**src/sv/pmfd_pkg.sv**
```systemverilog
// Package with shared types, constants and codes for the power meter frame decoder.
`timescale 1ns / 1ps
package pmfd_pkg;

   localparam int FRAME_BYTES_DEF   = 24;
   localparam int FRACTION_BITS_DEF = 16;
   localparam int SCALE_W = 48;
   localparam int VAL_W   = 32;
   localparam int PER_W   = 24;
   localparam int CSR_IDX_W = 2;

   localparam logic [7:0] CHECK_BYTE = 8'h5A;
   localparam logic [7:0] STATE_CHIP = 8'hAA;
   localparam logic [7:0] STATE_OK   = 8'h55;
   localparam logic [7:0] STATE_HIGH = 8'hF0;

   localparam logic [CSR_IDX_W-1:0] REG_RELAY = 2'd0;
   localparam logic [CSR_IDX_W-1:0] REG_VSCALE = 2'd1;
   localparam logic [CSR_IDX_W-1:0] REG_ISCALE = 2'd2;
   localparam logic [CSR_IDX_W-1:0] REG_PSCALE = 2'd3;

   localparam logic [2:0] ST_OK       = 3'd0;
   localparam logic [2:0] ST_LENGTH   = 3'd1;
   localparam logic [2:0] ST_CHECK    = 3'd2;
   localparam logic [2:0] ST_CHECKSUM = 3'd3;
   localparam logic [2:0] ST_CHIP     = 3'd4;
   localparam logic [2:0] ST_REGS     = 3'd5;
   localparam logic [2:0] ST_BADSTATE = 3'd6;
   localparam logic [2:0] ST_RELAYOFF = 3'd7;

   typedef struct packed {
      logic [7:0] rx_byte;
      logic       end_of_chunk;
   } req_type;

   typedef struct packed {
      logic [2:0]        status;
      logic signed [31:0] voltage_rms;
      logic signed [31:0] current_rms;
      logic signed [31:0] active_power;
      logic signed [31:0] apparent_power;
      logic signed [31:0] power_factor;
      logic [2:0]        overflow_flags;
      logic              new_values;
   } rsp_type;

   typedef enum logic [3:0] {
      SQ_IDLE, SQ_DIV_V, SQ_DIV_I, SQ_DIV_P, SQ_MUL, SQ_MUL_WAIT,
      SQ_DIV_PF, SQ_FIN, SQ_OUT
   } seq_state_type;

   // Divider command and result.
   typedef struct packed {
      logic        start;
      logic [63:0] num;
      logic [31:0] den;
   } div_cmd_type;

   typedef struct packed {
      logic        done;
      logic [63:0] quot;
   } div_res_type;

endpackage

```
**src/sv/power_meter_frame_decoder.sv**
```systemverilog
// Top level of the power meter frame decoder: byte capture, checks and sequencer.
//
// Usage: received bytes enter on the req_ channel, one request per byte, with
// end_of_chunk marking the last byte of a chunk. Bytes without the mark are
// taken in one cycle each and give no result. The marked byte starts the
// evaluation and gives exactly one result on the rsp_ channel.
// A rejected or relay-off chunk goes from the checks straight to the result. A
// good chunk runs each enabled division in turn in the one shared divider (64
// quotient bits each), then the multiply for the apparent power and, unless the
// apparent power is very small, the power factor division.
// req_ready is low from the marked byte until the result has been taken.
// The csr_ port writes relay_on and the three 48-bit scales by index; the user
// must have it written only while the block is idle; the block does not enforce it.
// Reset (synchronous, active high) clears the byte count and sum, the captured frame,
// the stored values and the registers. When the receiver holds rsp_ready low
// the result is held and no further request is taken.
`timescale 1ns / 1ps
module power_meter_frame_decoder
   import pmfd_pkg::*;
#(
   parameter int FRACTION_BITS = FRACTION_BITS_DEF
)(
   input  logic                 clock,
   input  logic                 reset,
   input  logic                 req_valid,
   output logic                 req_ready,
   input  req_type              req_data,
   output logic                 rsp_valid,
   input  logic                 rsp_ready,
   output rsp_type              rsp_data,
   input  logic                 csr_write,
   input  logic [CSR_IDX_W-1:0] csr_index,
   input  logic [SCALE_W-1:0]   csr_data
);

   localparam int FB = FRAME_BYTES_DEF;
   localparam logic signed [31:0] MINUS_ONE = -(32'sd1 <<< FRACTION_BITS);
   localparam logic signed [31:0] SMALL_APP = 32'((1 << FRACTION_BITS) / 10000);

   logic relay_ff;
   logic [SCALE_W-1:0] vsc_ff, isc_ff, psc_ff;

   always_ff @(posedge clock) begin
      if (reset) begin
         relay_ff <= 1'b0;
         vsc_ff <= '0;
         isc_ff <= '0;
         psc_ff <= '0;
      end else if (csr_write) begin
         unique case (csr_index)
            REG_RELAY:  relay_ff <= csr_data[0];
            REG_VSCALE: vsc_ff <= csr_data;
            REG_ISCALE: isc_ff <= csr_data;
            REG_PSCALE: psc_ff <= csr_data;
            default: ;
         endcase
      end
   end

   // Byte capture
   logic [4:0] cnt_ff, cnt_in;
   logic [7:0] sum_ff, sum_in, fstate_ff, fchk_ff, fupd_ff, fsum_ff;
   logic [PER_W-1:0] vper_ff, iper_ff, pper_ff;
   logic acc;
   logic [7:0] b;

   assign acc = req_valid && req_ready;
   assign b = req_data.rx_byte;

   seq_state_type st_ff, st_in;
   logic signed [31:0] v_ff, i_ff, p_ff, a_ff, pf_ff;
   logic signed [31:0] v_in, i_in, p_in, a_in, pf_in;
   logic [2:0] status_ff, status_in, flags_ff, flags_in;
   logic [63:0] prod_ff;
   div_cmd_type dcmd;
   div_res_type dres;

   always_comb begin
      cnt_in = cnt_ff;
      sum_in = sum_ff;
      if (acc) begin
         if (cnt_ff >= 5'd2 && cnt_ff <= 5'(FB - 2)) sum_in = sum_ff + b;
         if (cnt_ff < 5'(FB + 1)) cnt_in = cnt_ff + 5'd1;
         if (req_data.end_of_chunk) begin
            cnt_in = '0;
            sum_in = '0;
         end
      end
   end

   always_ff @(posedge clock) begin
      if (reset) begin
         cnt_ff <= '0; sum_ff <= '0; fstate_ff <= '0; fchk_ff <= '0;
         fupd_ff <= '0; fsum_ff <= '0; vper_ff <= '0; iper_ff <= '0; pper_ff <= '0;
      end else begin
         cnt_ff <= cnt_in;
         sum_ff <= sum_in;
         if (acc) begin
            if (cnt_ff == 5'd0) fstate_ff <= b;
            if (cnt_ff == 5'd1) fchk_ff <= b;
            if (cnt_ff >= 5'd5 && cnt_ff <= 5'd7) vper_ff <= {vper_ff[15:0], b};
            if (cnt_ff >= 5'd11 && cnt_ff <= 5'd13) iper_ff <= {iper_ff[15:0], b};
            if (cnt_ff >= 5'd17 && cnt_ff <= 5'd19) pper_ff <= {pper_ff[15:0], b};
            if (cnt_ff == 5'd20) fupd_ff <= b;
            if (cnt_ff == 5'(FB - 1)) fsum_ff <= b;
         end
      end
   end

   // Checks use the state after the marked byte is taken; the sum byte may be
   // the marked one, so it and the running sum are registered and looked at in the next cycle.
   logic [4:0] fcnt_ff;
   logic       final_sum_ok;
   logic [7:0] fsumsnap_ff;

   always_ff @(posedge clock) begin
      if (acc && req_data.end_of_chunk) begin
         fcnt_ff <= (cnt_ff < 5'(FB + 1)) ? cnt_ff + 5'd1 : cnt_ff;
         fsumsnap_ff <= (cnt_ff >= 5'd2 && cnt_ff <= 5'(FB - 2)) ? sum_ff + b : sum_ff;
      end
   end
   assign final_sum_ok = (fsum_ff == fsumsnap_ff);

   function automatic logic signed [31:0] sat_pos(input logic [63:0] q);
      return (q > 64'h7FFF_FFFF) ? 32'sh7FFF_FFFF : q[31:0];
   endfunction

   function automatic logic [31:0] mag(input logic signed [31:0] x);
      return x[31] ? 32'(-x) : x;
   endfunction

   logic go;
   logic [63:0] app_mag;
   logic        app_neg;
   logic signed [31:0] app_sat;
   logic [63:0] pf_num;

   assign go = st_ff == SQ_IDLE && acc && req_data.end_of_chunk;
   assign app_neg = v_ff[31] ^ i_ff[31];
   assign app_mag = prod_ff >> FRACTION_BITS;
   assign pf_num  = {32'd0, mag(p_ff)} << FRACTION_BITS;

   always_comb begin
      if (app_neg)
         app_sat = (app_mag >= 64'h8000_0000) ? 32'sh8000_0000 : 32'(-app_mag[31:0]);
      else
         app_sat = (app_mag > 64'h7FFF_FFFF) ? 32'sh7FFF_FFFF : app_mag[31:0];
   end

   always_comb begin
      st_in = st_ff;
      unique case (st_ff)
         SQ_IDLE:     if (go) st_in = SQ_FIN;
         SQ_FIN: begin
            if (!relay_ff || fcnt_ff != 5'(FB) || fchk_ff != CHECK_BYTE || !final_sum_ok
                || fstate_ff == STATE_CHIP
                || (fstate_ff != STATE_OK && (fstate_ff & STATE_HIGH) != STATE_HIGH)
                || (fstate_ff != STATE_OK && fstate_ff[0]))
               st_in = SQ_OUT;
            else
               st_in = SQ_DIV_V;
         end
         SQ_DIV_V:    if (!fupd_ff[6] || dres.done) st_in = SQ_DIV_I;
         SQ_DIV_I:    if (!fupd_ff[5] || dres.done) st_in = SQ_DIV_P;
         SQ_DIV_P:    if (!fupd_ff[4] || dres.done) st_in = SQ_MUL;
         SQ_MUL:      st_in = SQ_MUL_WAIT;
         SQ_MUL_WAIT: st_in = SQ_DIV_PF;
         SQ_DIV_PF:   if (a_ff <= SMALL_APP || dres.done) st_in = SQ_OUT;
         SQ_OUT:      if (rsp_ready) st_in = SQ_IDLE;
         default:     st_in = SQ_IDLE;
      endcase
   end

   // Divider started on entry to each enabled divide state; a flag marks issue.
   logic issued_ff, issued_in;

   always_comb begin
      v_in = v_ff; i_in = i_ff; p_in = p_ff; a_in = a_ff; pf_in = pf_ff;
      status_in = status_ff; flags_in = flags_ff;
      issued_in = issued_ff;
      dcmd = '0;
      unique case (st_ff)
         SQ_IDLE: begin
            issued_in = 1'b0;
         end
         SQ_FIN: begin
            flags_in = 3'd0;
            status_in = ST_OK;
            if (!relay_ff) begin
               status_in = ST_RELAYOFF;
               v_in = '0; i_in = '0; p_in = '0; a_in = '0; pf_in = '0;
            end else if (fcnt_ff != 5'(FB)) status_in = ST_LENGTH;
            else if (fchk_ff != CHECK_BYTE) status_in = ST_CHECK;
            else if (!final_sum_ok) status_in = ST_CHECKSUM;
            else if (fstate_ff == STATE_CHIP) begin
               status_in = ST_CHIP;
               v_in = MINUS_ONE; i_in = MINUS_ONE; p_in = MINUS_ONE;
               a_in = MINUS_ONE; pf_in = MINUS_ONE;
            end else if (fstate_ff != STATE_OK) begin
               if ((fstate_ff & STATE_HIGH) != STATE_HIGH) begin
                  status_in = ST_BADSTATE;
                  v_in = MINUS_ONE; i_in = MINUS_ONE; p_in = MINUS_ONE;
                  a_in = MINUS_ONE; pf_in = MINUS_ONE;
               end else begin
                  flags_in = fstate_ff[3:1];
                  if (fstate_ff[0]) begin
                     status_in = ST_REGS;
                     v_in = MINUS_ONE; i_in = MINUS_ONE; p_in = MINUS_ONE;
                     a_in = MINUS_ONE; pf_in = MINUS_ONE;
                  end
               end
            end
         end
         SQ_DIV_V: if (fupd_ff[6]) begin
            if (!issued_ff) begin
               dcmd.start = 1'b1;
               dcmd.num = {16'd0, vsc_ff};
               dcmd.den = {8'd0, vper_ff};
               issued_in = 1'b1;
            end else if (dres.done) begin
               v_in = (vper_ff == '0) ? 32'sh7FFF_FFFF : sat_pos(dres.quot);
               issued_in = 1'b0;
            end
         end
         SQ_DIV_I: if (fupd_ff[5]) begin
            if (!issued_ff) begin
               dcmd.start = 1'b1;
               dcmd.num = {16'd0, isc_ff};
               dcmd.den = {8'd0, iper_ff};
               issued_in = 1'b1;
            end else if (dres.done) begin
               i_in = (iper_ff == '0) ? 32'sh7FFF_FFFF : sat_pos(dres.quot);
               issued_in = 1'b0;
            end
         end
         SQ_DIV_P: if (fupd_ff[4]) begin
            if (!issued_ff) begin
               dcmd.start = 1'b1;
               dcmd.num = {16'd0, psc_ff};
               dcmd.den = {8'd0, pper_ff};
               issued_in = 1'b1;
            end else if (dres.done) begin
               p_in = (pper_ff == '0) ? 32'sh7FFF_FFFF : sat_pos(dres.quot);
               issued_in = 1'b0;
            end
         end
         SQ_MUL: ;
         SQ_MUL_WAIT: a_in = app_sat;
         SQ_DIV_PF: begin
            if (a_ff <= SMALL_APP) pf_in = '0;
            else if (!issued_ff) begin
               dcmd.start = 1'b1;
               dcmd.num = pf_num;
               dcmd.den = a_ff;
               issued_in = 1'b1;
            end else if (dres.done) begin
               if (p_ff[31])
                  pf_in = (dres.quot >= 64'h8000_0000) ? 32'sh8000_0000
                                                       : 32'(-dres.quot[31:0]);
               else
                  pf_in = sat_pos(dres.quot);
               issued_in = 1'b0;
            end
         end
         SQ_OUT: ;
         default: ;
      endcase
   end

   always_ff @(posedge clock) begin
      if (st_ff == SQ_MUL) prod_ff <= {32'd0, mag(v_ff)} * {32'd0, mag(i_ff)};
      status_ff <= status_in;
      flags_ff <= flags_in;
      if (reset) begin
         st_ff <= SQ_IDLE;
         issued_ff <= 1'b0;
         v_ff <= '0; i_ff <= '0; p_ff <= '0; a_ff <= '0; pf_ff <= '0;
      end else begin
         st_ff <= st_in;
         issued_ff <= issued_in;
         v_ff <= v_in; i_ff <= i_in; p_ff <= p_in; a_ff <= a_in; pf_ff <= pf_in;
      end
   end

   pmfd_divider u_div (
      .clock (clock),
      .reset (reset),
      .cmd   (dcmd),
      .res   (dres)
   );

   assign req_ready = (st_ff == SQ_IDLE);
   assign rsp_valid = (st_ff == SQ_OUT);

   always_comb begin
      rsp_data.status = status_ff;
      rsp_data.voltage_rms = v_ff;
      rsp_data.current_rms = i_ff;
      rsp_data.active_power = p_ff;
      rsp_data.apparent_power = a_ff;
      rsp_data.power_factor = pf_ff;
      rsp_data.overflow_flags = flags_ff;
      rsp_data.new_values = (status_ff == ST_OK);
   end

`ifndef SYNTHESIS
   a_one_busy: assert property (@(posedge clock) disable iff (reset)
      !(req_ready && rsp_valid)) else $error("request taken while result pending");
   a_ok_flag: assert property (@(posedge clock) disable iff (reset)
      rsp_valid |-> (rsp_data.new_values == (rsp_data.status == ST_OK)))
      else $error("new_values disagrees with status");
   a_mark_starts: assert property (@(posedge clock) disable iff (reset)
      (req_valid && req_ready && req_data.end_of_chunk) |=> st_ff == SQ_FIN)
      else $error("marked byte did not start evaluation");
`endif

endmodule

```
**src/sv/pmfd_divider.sv**
```systemverilog
// Shared restoring divider, one quotient bit per cycle.
`timescale 1ns / 1ps
module pmfd_divider
   import pmfd_pkg::*;
(
   input  logic        clock,
   input  logic        reset,
   input  div_cmd_type cmd,
   output div_res_type res
);

   logic [63:0] quot_ff, quot_in;
   logic [31:0] rem_ff, rem_in;
   logic [31:0] den_ff, den_in;
   logic [6:0]  cnt_ff, cnt_in;
   logic        busy_ff, busy_in;
   logic        done_ff, done_in;
   logic [32:0] trial;
   logic [32:0] sh;

   always_comb begin
      quot_in = quot_ff;
      rem_in  = rem_ff;
      den_in  = den_ff;
      cnt_in  = cnt_ff;
      busy_in = busy_ff;
      done_in = 1'b0;
      sh      = {rem_ff, quot_ff[63]};
      trial   = sh - {1'b0, den_ff};
      if (cmd.start) begin
         quot_in = cmd.num;
         rem_in  = '0;
         den_in  = cmd.den;
         cnt_in  = 7'd64;
         busy_in = 1'b1;
      end else if (busy_ff) begin
         if (!trial[32]) begin
            rem_in  = trial[31:0];
            quot_in = {quot_ff[62:0], 1'b1};
         end else begin
            rem_in  = sh[31:0];
            quot_in = {quot_ff[62:0], 1'b0};
         end
         cnt_in = cnt_ff - 7'd1;
         if (cnt_ff == 7'd1) begin
            busy_in = 1'b0;
            done_in = 1'b1;
         end
      end
   end

   always_ff @(posedge clock) begin
      quot_ff <= quot_in;
      rem_ff  <= rem_in;
      den_ff  <= den_in;
      cnt_ff  <= cnt_in;
      if (reset) begin
         busy_ff <= 1'b0;
         done_ff <= 1'b0;
      end else begin
         busy_ff <= busy_in;
         done_ff <= done_in;
      end
   end

   assign res.done = done_ff;
   assign res.quot = quot_ff;

`ifndef SYNTHESIS
   a_done_after_busy: assert property (@(posedge clock) disable iff (reset)
      done_ff |-> $past(busy_ff)) else $error("divider done without work");
   a_no_overlap: assert property (@(posedge clock) disable iff (reset)
      busy_ff |-> !cmd.start) else $error("divider restarted while busy");
   a_done_ends: assert property (@(posedge clock) disable iff (reset)
      done_ff |-> !busy_ff) else $error("divider busy after done");
`endif

endmodule

```
**config.mk**
```make
export PLATFORM = sky130hd
export DESIGN_NAME = power_meter_frame_decoder
export DESIGN_NICKNAME = d
export VERILOG_FILES = /design/src/sv/pmfd_pkg.sv /design/src/sv/power_meter_frame_decoder.sv /design/src/sv/pmfd_divider.sv
export SDC_FILE = /design/constraint.sdc
export NUM_CORES = 2
export LEC_CHECK = 0
export ABC_AREA = 1
export BUFFER_PORTS_ARGS = -buffer_cell sky130_fd_sc_hd__buf_2
export CORE_ASPECT_RATIO = 0.8
export CORE_MARGIN = 4
export CORE_UTILIZATION = 40
export DETAILED_ROUTE_END_ITERATION = 16
export HOLD_SLACK_MARGIN = 0.03
export PLACE_DENSITY = 0.62
export SYNTH_ARGS = -nofsm -noshare
export SYNTH_HDL_FRONTEND = slang
export SYNTH_SLANG_ARGS = --single-unit
export TNS_END_PERCENT = 5
```
**constraint.sdc**
```tcl
create_clock -name clock -period 10.4 [get_ports clock]
set_input_delay 2.08 -clock clock [delete_from_list [all_inputs] [get_ports clock]]
set_output_delay 2.08 -clock clock [all_outputs]
set_load 0.03 [all_outputs]
```
==> run metrics <==
crit path from i_ff[0]; most frequent cells after synthesis nand2_1 (1847), inv_1 (1696), nor2_1 (1291); startpoint types register; Main synth FF type dfxtp_1; first-pass GRT wire length 379000 um; # placed instances 11200; gpl congestion 0.995; clk sinks 626; Via density 5.35; ANT nets after route 0; TritonCTS clock tree done; Die H 374 um; slowest CP cell xor2_4; Vias 60500; total wire length 253000 um; DRC Markers 0; Avg WL per Cell 22.4 um; cells taking the most area after synthesis fa_1 (27%), dfxtp_1 (14%), nand2_1 (10%); HPWL Detailed 204000 um; Clock Root Buffer clkbuf_16; die area 174000 um2; Worst-path clk slew 0.07 ns; largest area contributor in the netlist fa_1; mean post-synth cell area 7.47 um2; clock latency on the worst-skew pair 0.67 ns; Core Box Area 165000 um2; FF+latch count, synth 626; Finished Core Util 44.0%; HP Class reg2reg; Rows 133; Iter 0 DRT Violations 6260; maximum VDD drop 139 uV; YS warnings 0; GRT Util Overall 28.6%; CP Data Required Time 10.85 ns; setup TNS 0 ns; critical path's most frequent cell fa_1; clock skew 0.0330 ns; initial antenna violation count 8; critical register-to-register path endpoint prod_ff[36]; FF-to-FF setup slack 0.49 ns; sequential fraction of the synthesis area 21.2%; post-synthesis cell area 66900 um2; GRT Residual Overflow 0; Max clock buf depth 3; fraction of layout cells with a size suffix above 1 6.92%; post-cts hold buffer count 0; Max FO, Critical Path 17; CP arrival 10.36 ns; Pwr Density 110 nW/um2; io pins 233; status completed; FF-to-FF Start i_ff[0]; Mapped Cells 8956; first-pass iteration count of the detailed router 6; RSZ-0062 raised after global routing no; Filler cells 16900; worst r2r path cells 35; Total Power 8020 uW; CP Class reg2reg; number of global-route vias before repair 59400; max cap viols 0; Critical Path Max Stage Delay 0.81 ns; Slew Limit Headroom 21.7%; crit share post-route 95.3%; share of the synthesized area in the top cell type 26.8%; # resized after CTS 0; largest net degree at the start of global routing 128; CTS H-Tree Depth 2; NumNets Final 10300; Non-Filler Instances 11300; IO buf count 232; initial core utilization 40.5%; crit end category register; syn nets 10200; fin. max-slew vios 0; Area Overhead vs Synth 8.63%; Post-synth EDFFs 163; Leak 0.0343 uW; Slew @ Worst Pin 1.17 ns; Final Setup Violations 0; Critical Path Sink prod_ff[36]; Post CTS Setup Buffer Count 0; Max Freq 101 MHz; Final Hold Violating Endpoints 0; Tmin final 9.91 ns; Synth cell types 63; Horiz. Die Dim 465 um; most frequent cell after synthesis nand2_1; Synth async-reset ratio 0%; TritonCTS Buffers 61
[flip-flops by register name, summed over array words and instances (netlist names), 32 cells and up]
name / flops
psc_ff: 48
u_div.quot_ff: 64
u_div.den_ff: 32
i_ff: 32
pf_ff: 32
v_ff: 32
isc_ff: 48
p_ff: 32
vsc_ff: 48
a_ff: 32
u_div.rem_ff: 32
prod_ff: 48
[cell families after synthesis]
logic type / share of synthesized area (%)
simple gates: 22.5
xor+xnor: 1.97
other cells: 0.00560
compound gates: 9.49
flops: 21.2
buf+inv: 12.2
fa+ha+maj: 32.6
[layout by cell type, fill, tap and decap left out, types with 29 or more instances in the layout]
cell,instances
nand2_1,1847
inv_1,1694
nor2_1,1285
fa_1,897
o21ai_0,539
dfxtp_1,460
a21oi_1,419
ha_1,310
nand3_1,296
buf_2,231
edfxtp_1,163
buf_4,138
xor2_1,97
nand4_1,82
nor3_1,68
clkbuf_16,67
a22oi_1,29
[worst min path at each step]
stage,to,start,depth (start not counted)
6_report,psc_ff[43],psc_ff[43],2
4_1_cts,psc_ff[29],psc_ff[29],2
2_1_floorplan,psc_ff[37],psc_ff[37],2
3_3_place_gp,psc_ff[38],psc_ff[38],2
3_5_place_dp,psc_ff[29],psc_ff[29],2
5_1_grt,psc_ff[44],psc_ff[44],2
[power breakdown]
part	switching [uW]	internal, uW	total, uW
combinational	1890	633	2520
clock	1070	1370	2440
sequential	244	2820	3060
total	3200	4820	8020
[layer usage]
metal	global-route usage [%]	share of wire, %	vias to the layer above	wire length [um]
met3	7.08	10	402	25500
met4	9.87	4.1	2	10500
met1	40.9	44	29900	111000
met5	0	0.0043	-	11
li1	-	-	27600	-
met2	42.2	42	2684	106000
[final cells by class]
class | instances | area [um2] | share of cell area, %
clock buffers | 85 | 1860 | 2.56
well taps | 2227 | 2790 | 3.83
diodes | 4 | 10.0 | 0.0138
flip-flops and latches | 626 | 14200 | 19.5
inverters | 1740 | 6540 | 8.99
clock inverters | 30 | 339 | 0.466
repair buffers | 373 | 2270 | 3.13
multi-input cells | 6222 | 44700 | 61.5
[per-stage QoR]
| stage | area, um2 | hold WS, ns | worst slack, ns |
|---|---|---|---|
| 6_report | 72700 | 0.452 | 0.489 |
| 2_1_floorplan | 66900 | 0.423 | 2.10 |
| 5_1_grt | 72700 | 0.469 | 0.0822 |
| 3_3_place_gp | 70500 | 0.434 | 0.646 |
| 4_1_cts | 72700 | 0.450 | 0.550 |
| 3_5_place_dp | 70500 | 0.441 | 0.587 |
[worst max-delay path: cells and delay by family (launching register included)]
| family | cells | cell delay, ns |
|---|---|---|
| compound gates | 1 | 0.31 |
| xor+xnor | 2 | 1.10 |
| simple gates | 14 | 2.14 |
| flops | 1 | 0.31 |
| fa+ha+maj | 10 | 4.85 |
| buf+inv | 8 | 0.98 |
Note: power is estimated with default switching activity, not from simulation.
